--- src/ght_pkg.sv ---
// Shared types and constants for the generational handle table.
`timescale 1ns / 1ps
package ght_pkg;

   localparam int ID_W         = 8;
   localparam int GEN_W        = 8;
   localparam int OUT_CNT_W    = 16;
   localparam int GROUP_W      = 16;
   localparam int DEF_SLOTS    = 256;
   localparam int DEF_REF_BITS = 16;
   localparam logic [ID_W-1:0] NULL_ID = '1;

   typedef enum logic [2:0] {
      REQ_ALLOC   = 3'd0,
      REQ_FREE    = 3'd1,
      REQ_ACQUIRE = 3'd2,
      REQ_RELEASE = 3'd3,
      REQ_CHECK   = 3'd4,
      REQ_READ    = 3'd5
   } req_code_type;

   typedef enum logic [2:0] {
      ST_OK      = 3'd0,
      ST_BADGEN  = 3'd1,
      ST_REFD    = 3'd2,
      ST_FREE    = 3'd3,
      ST_FULL    = 3'd4,
      ST_NULL    = 3'd5,
      ST_NOTHELD = 3'd6
   } status_type;

   typedef enum logic [2:0] {
      S_IDLE,
      S_SRCH,
      S_PICK,
      S_READ,
      S_EXEC
   } state_type;

   typedef struct packed {
      logic load;
      logic srch;
      logic pick;
      logic rd;
      logic exec;
   } cmd_type;

endpackage

--- src/ght_ctrl.sv ---
// Controller state machine for the generational handle table.
`timescale 1ns / 1ps
module ght_ctrl (
   input  logic             clock,
   input  logic             reset,
   input  logic             req_valid,
   input  logic [2:0]       req_type,
   output logic             req_ready,
   input  logic             rsp_ready,
   output logic             rsp_valid,
   output ght_pkg::cmd_type cmd
);
   import ght_pkg::*;

   state_type state_ff, state_in;
   logic      rsp_valid_ff, rsp_valid_in;

   always_ff @(posedge clock) begin
      if (reset) begin
         state_ff     <= S_IDLE;
         rsp_valid_ff <= 1'b0;
      end else begin
         state_ff     <= state_in;
         rsp_valid_ff <= rsp_valid_in;
      end
   end

   always_comb begin
      state_in  = state_ff;
      cmd       = '0;
      req_ready = 1'b0;
      case (state_ff)
         S_IDLE: begin
            // Nothing is taken while reset is held.
            req_ready = !reset;
            if (req_valid && !reset) begin
               cmd.load = 1'b1;
               case (req_code_type'(req_type))
                  REQ_ALLOC:   state_in = S_SRCH;
                  REQ_FREE,
                  REQ_ACQUIRE,
                  REQ_RELEASE,
                  REQ_CHECK,
                  REQ_READ:    state_in = S_READ;
                  default:     state_in = S_IDLE;
               endcase
            end
         end
         S_SRCH: begin
            cmd.srch = 1'b1;
            state_in = S_PICK;
         end
         S_PICK: begin
            cmd.pick = 1'b1;
            state_in = S_READ;
         end
         S_READ: begin
            cmd.rd   = 1'b1;
            state_in = S_EXEC;
         end
         S_EXEC: begin
            // The result register must be empty or draining before it is loaded.
            if (!rsp_valid_ff || rsp_ready) begin
               cmd.exec = 1'b1;
               state_in = S_IDLE;
            end
         end
         default: state_in = S_IDLE;
      endcase
   end

   assign rsp_valid_in = cmd.exec ? 1'b1 : (rsp_ready ? 1'b0 : rsp_valid_ff);
   assign rsp_valid    = rsp_valid_ff;

endmodule

--- config.mk ---
export PLATFORM = sky130hd
export DESIGN_NAME = ght_ctrl
export DESIGN_NICKNAME = d
export VERILOG_FILES = /design/src/ght_pkg.sv /design/src/ght_ctrl.sv
export SDC_FILE = /design/constraint.sdc
export NUM_CORES = 1
export LEC_CHECK = 0
export BUFFER_PORTS_ARGS = -buffer_cell sky130_fd_sc_hd__buf_2
export CELL_PAD_IN_SITES_DETAIL_PLACEMENT = 0
export CELL_PAD_IN_SITES_GLOBAL_PLACEMENT = 1
export CORE_AREA = 4 4 41 43
export DETAILED_ROUTE_END_ITERATION = 6
export DIE_AREA = 0 0 45 47
export HOLD_SLACK_MARGIN = 0.02
export PLACE_DENSITY_LB_ADDON = 0.1
export RECOVER_POWER = 100
export SETUP_SLACK_MARGIN = 0.02
export SLEW_MARGIN = 20
export SYNTH_ARGS = -nofsm -noshare
export SYNTH_HDL_FRONTEND = slang
export SYNTH_SLANG_ARGS = --single-unit
export TNS_END_PERCENT = 50
--- constraint.sdc ---
create_clock -name clock -period 1.5 [get_ports clock]
set_input_delay 0.15 -clock clock [delete_from_list [all_inputs] [get_ports clock]]
set_output_delay 0.15 -clock clock [all_outputs]
set_load 0.01 [all_outputs]
==> impl_metrics.ini <==
[global_route]
grt_max_degree = 10
antenna_found_initial = 0
grtUsageTotal_pct = 6.32
overflow = 0
grt_pass1_vias = 213
grt_pass1_wl_um = 890

[cells_and_area]
drive_gt1_share_pct = 33.3
fin_nets = 48
area_delta_synth_final_pct = 37.1
fin_cells = 54
diodes = 0

[timing]
finalHoldViolations = 0
max_freq_ghz = 0.760
tightest_slew_ps = 296
worst_clock_skew_ps = 0.220
maxSlewViolCount = 0
setup_violations = 0
period_share_pct = 87.7
setup-tns-final_ps = 0
timing.slew.headroom_pct = 80.3
rsz0062_at_grt = no
period_needed_ps = 1320

[synth]
ys_warn_count = 0
syn_avg_cell_area_sq_um = 8.76
ys_seq_elements = 4
synth_nets = 32
synth_common_cells = nor2_1 (5), dfxtp_1 (4), a21boi_0 (2), nor3b_1 (2)
synth_top_area_share_pct = 36.6
synth_area_sq_um = 219
synth_area_leaders = dfxtp_1 (37%), nor2_1 (8.6%), a21boi_0 (6.9%)
async_reset_ff_share_pct = 0
synth_cells = 25
ys_seq_area_share_pct = 36.6
synth.distinct_cells = 16
synth_top_cell_by_area = dfxtp_1
ys.flop_type = dfxtp_1
yosysMostFrequentCell = nor2_1
synth_edf_count = 0

[route]
post_drt_wl_per_cell_um = 9.96
drt-total-wl_um = 538
drt_pass1_iterations = 4
drt_iter0_markers = 2
vias_per_cell = 4.07
vias = 220
ant_nets = 0
drc = 0

[cts]
cts-root-buf = clkbuf_4
insertion_delay_ps = 230
cts.clk_slew.worst_paths_ps = 30
htreeDepth = 1
ctsHoldBuffers = 0
postCtsResizedCells = 0
post_cts_buffers = 0
cts.path.max_buffers = 2
cts_sinks = 4
cts_buffers = 3
cts_tree = built

[worst_setup_path]
worstSetupStartpointType = flip-flop
crit_path_end_kind = output pin
worstPathArrival_ps = 1170
slowest_delay_ps = 360
cp.required_ps = 1350
path_delay_family = simple AND/OR/NAND/NOR gates
worstPathCellList = nor4_2 > and2_0 > buf_2
reg2reg_depth = 3
worst-path-buf-inv = 1
critical_path.slowest_cell = dfxtp_1
r2r_slack_ps = 450
crit_cells = 3
critical_path.max_fanout = 7
crit_type = reg2out

[floorplanning]
die_x_um = 45
die_h_um = 47
start_util_pct = 16.8
core_area_sq_um = 1300
dieArea_sq_um = 2120
io_pins = 14
rows = 13

[min_path]
hold_class = in2reg
hold_depth = 2

[power]
p_leak_nw = 0.125
p_int_w = 0.000232
switching_share_pct = 25.8
p_per_area_nw_per_um2 = 1040
sequentialPowerShare_pct = 40.9
combPwrFrac_pct = 18.6
switchingPower_w = 0.0000807
total_power_w = 0.000312
ir_drop_v = 0.000474
pwr-share-clk_pct = 40.5

[run_status]
status = completed

[place]
dp.cells = 51
gp_congestion = 0.674
port-buffer-count = 13

[flow_run]
max_cap_viol_count = 0
==> cell usage in the layout (no fill, tap or decap), types with 2 or more instances in the layout <==
cell type  count
clkbuf_1       5
dfxtp_1        4
clkbuf_4       3
nor3b_1        2
nor2_1         5
a21boi_0       2
buf_2          8
==> kinds of logic (layout without fill, tap and decap cells) <==
kind of cell | count (synthesis) | after routing | share of synthesized area, %
and+or+nand+nor | 13 | 13 | 36.0
DFF | 4 | 4 | 36.6
buffers and inverters | 2 | 16 | 8.57
AOI/OAI and AO/OA | 6 | 6 | 18.9
==> metrics by stage <==
step	instance area [sq um]	util, %	hold slack [ps]	setup WS [ps]
after floorplan	219	-	222	382
after global placement	284	21.8	402	442
after detailed placement	284	21.8	399	421
after CTS	307	23.6	156	167
after global routing	300	23.1	161	51.5
final	300	23.1	167	185
==> power groups by stage <==
stage	sequential, W	combinational, W	clock (W)
3_3_place_gp	0.000128	0.0000622	0
6_report	0.000128	0.0000580	0.000127
2_1_floorplan	0.000125	0.0000381	0
5_1_grt	0.000130	0.0000659	0.000149
3_5_place_dp	0.000129	0.0000617	0
4_1_cts	0.000127	0.0000618	0.000135
==> state kept, by name, summed over array words and instances (netlist names) <==
register / cells
rsp_valid: 1
state_ff: 3
==> worst paths after layout <==
check	from	to
setup reg to reg	state_ff[2]	state_ff[2]
hold / removal	reset	state_ff[2]
hold reg to reg	state_ff[0]	state_ff[0]
setup / recovery	state_ff[1]	cmd[4]
==> cell type report <==
| type | count | area, sq um |
|---|---|---|
| Multi-Input combinational cell | 19 | 120 |
| Timing Repair Buffer | 13 | 58.8 |
| Sequential cell | 4 | 80.1 |
| Fill cell | 168 | 1000 |
| Clock buffer | 3 | 22.5 |
| Tap cell | 15 | 18.8 |
==> layer usage <==
metal	up-vias	routed length [um]	track usage (%)
li1	119	-	-
met3	0	51	6.51
met1	96	242	6.82
met5	-	0	0
met2	5	245	8.47
met4	0	0	1.75
No activity file was read; power rests on OpenSTA's default activity.
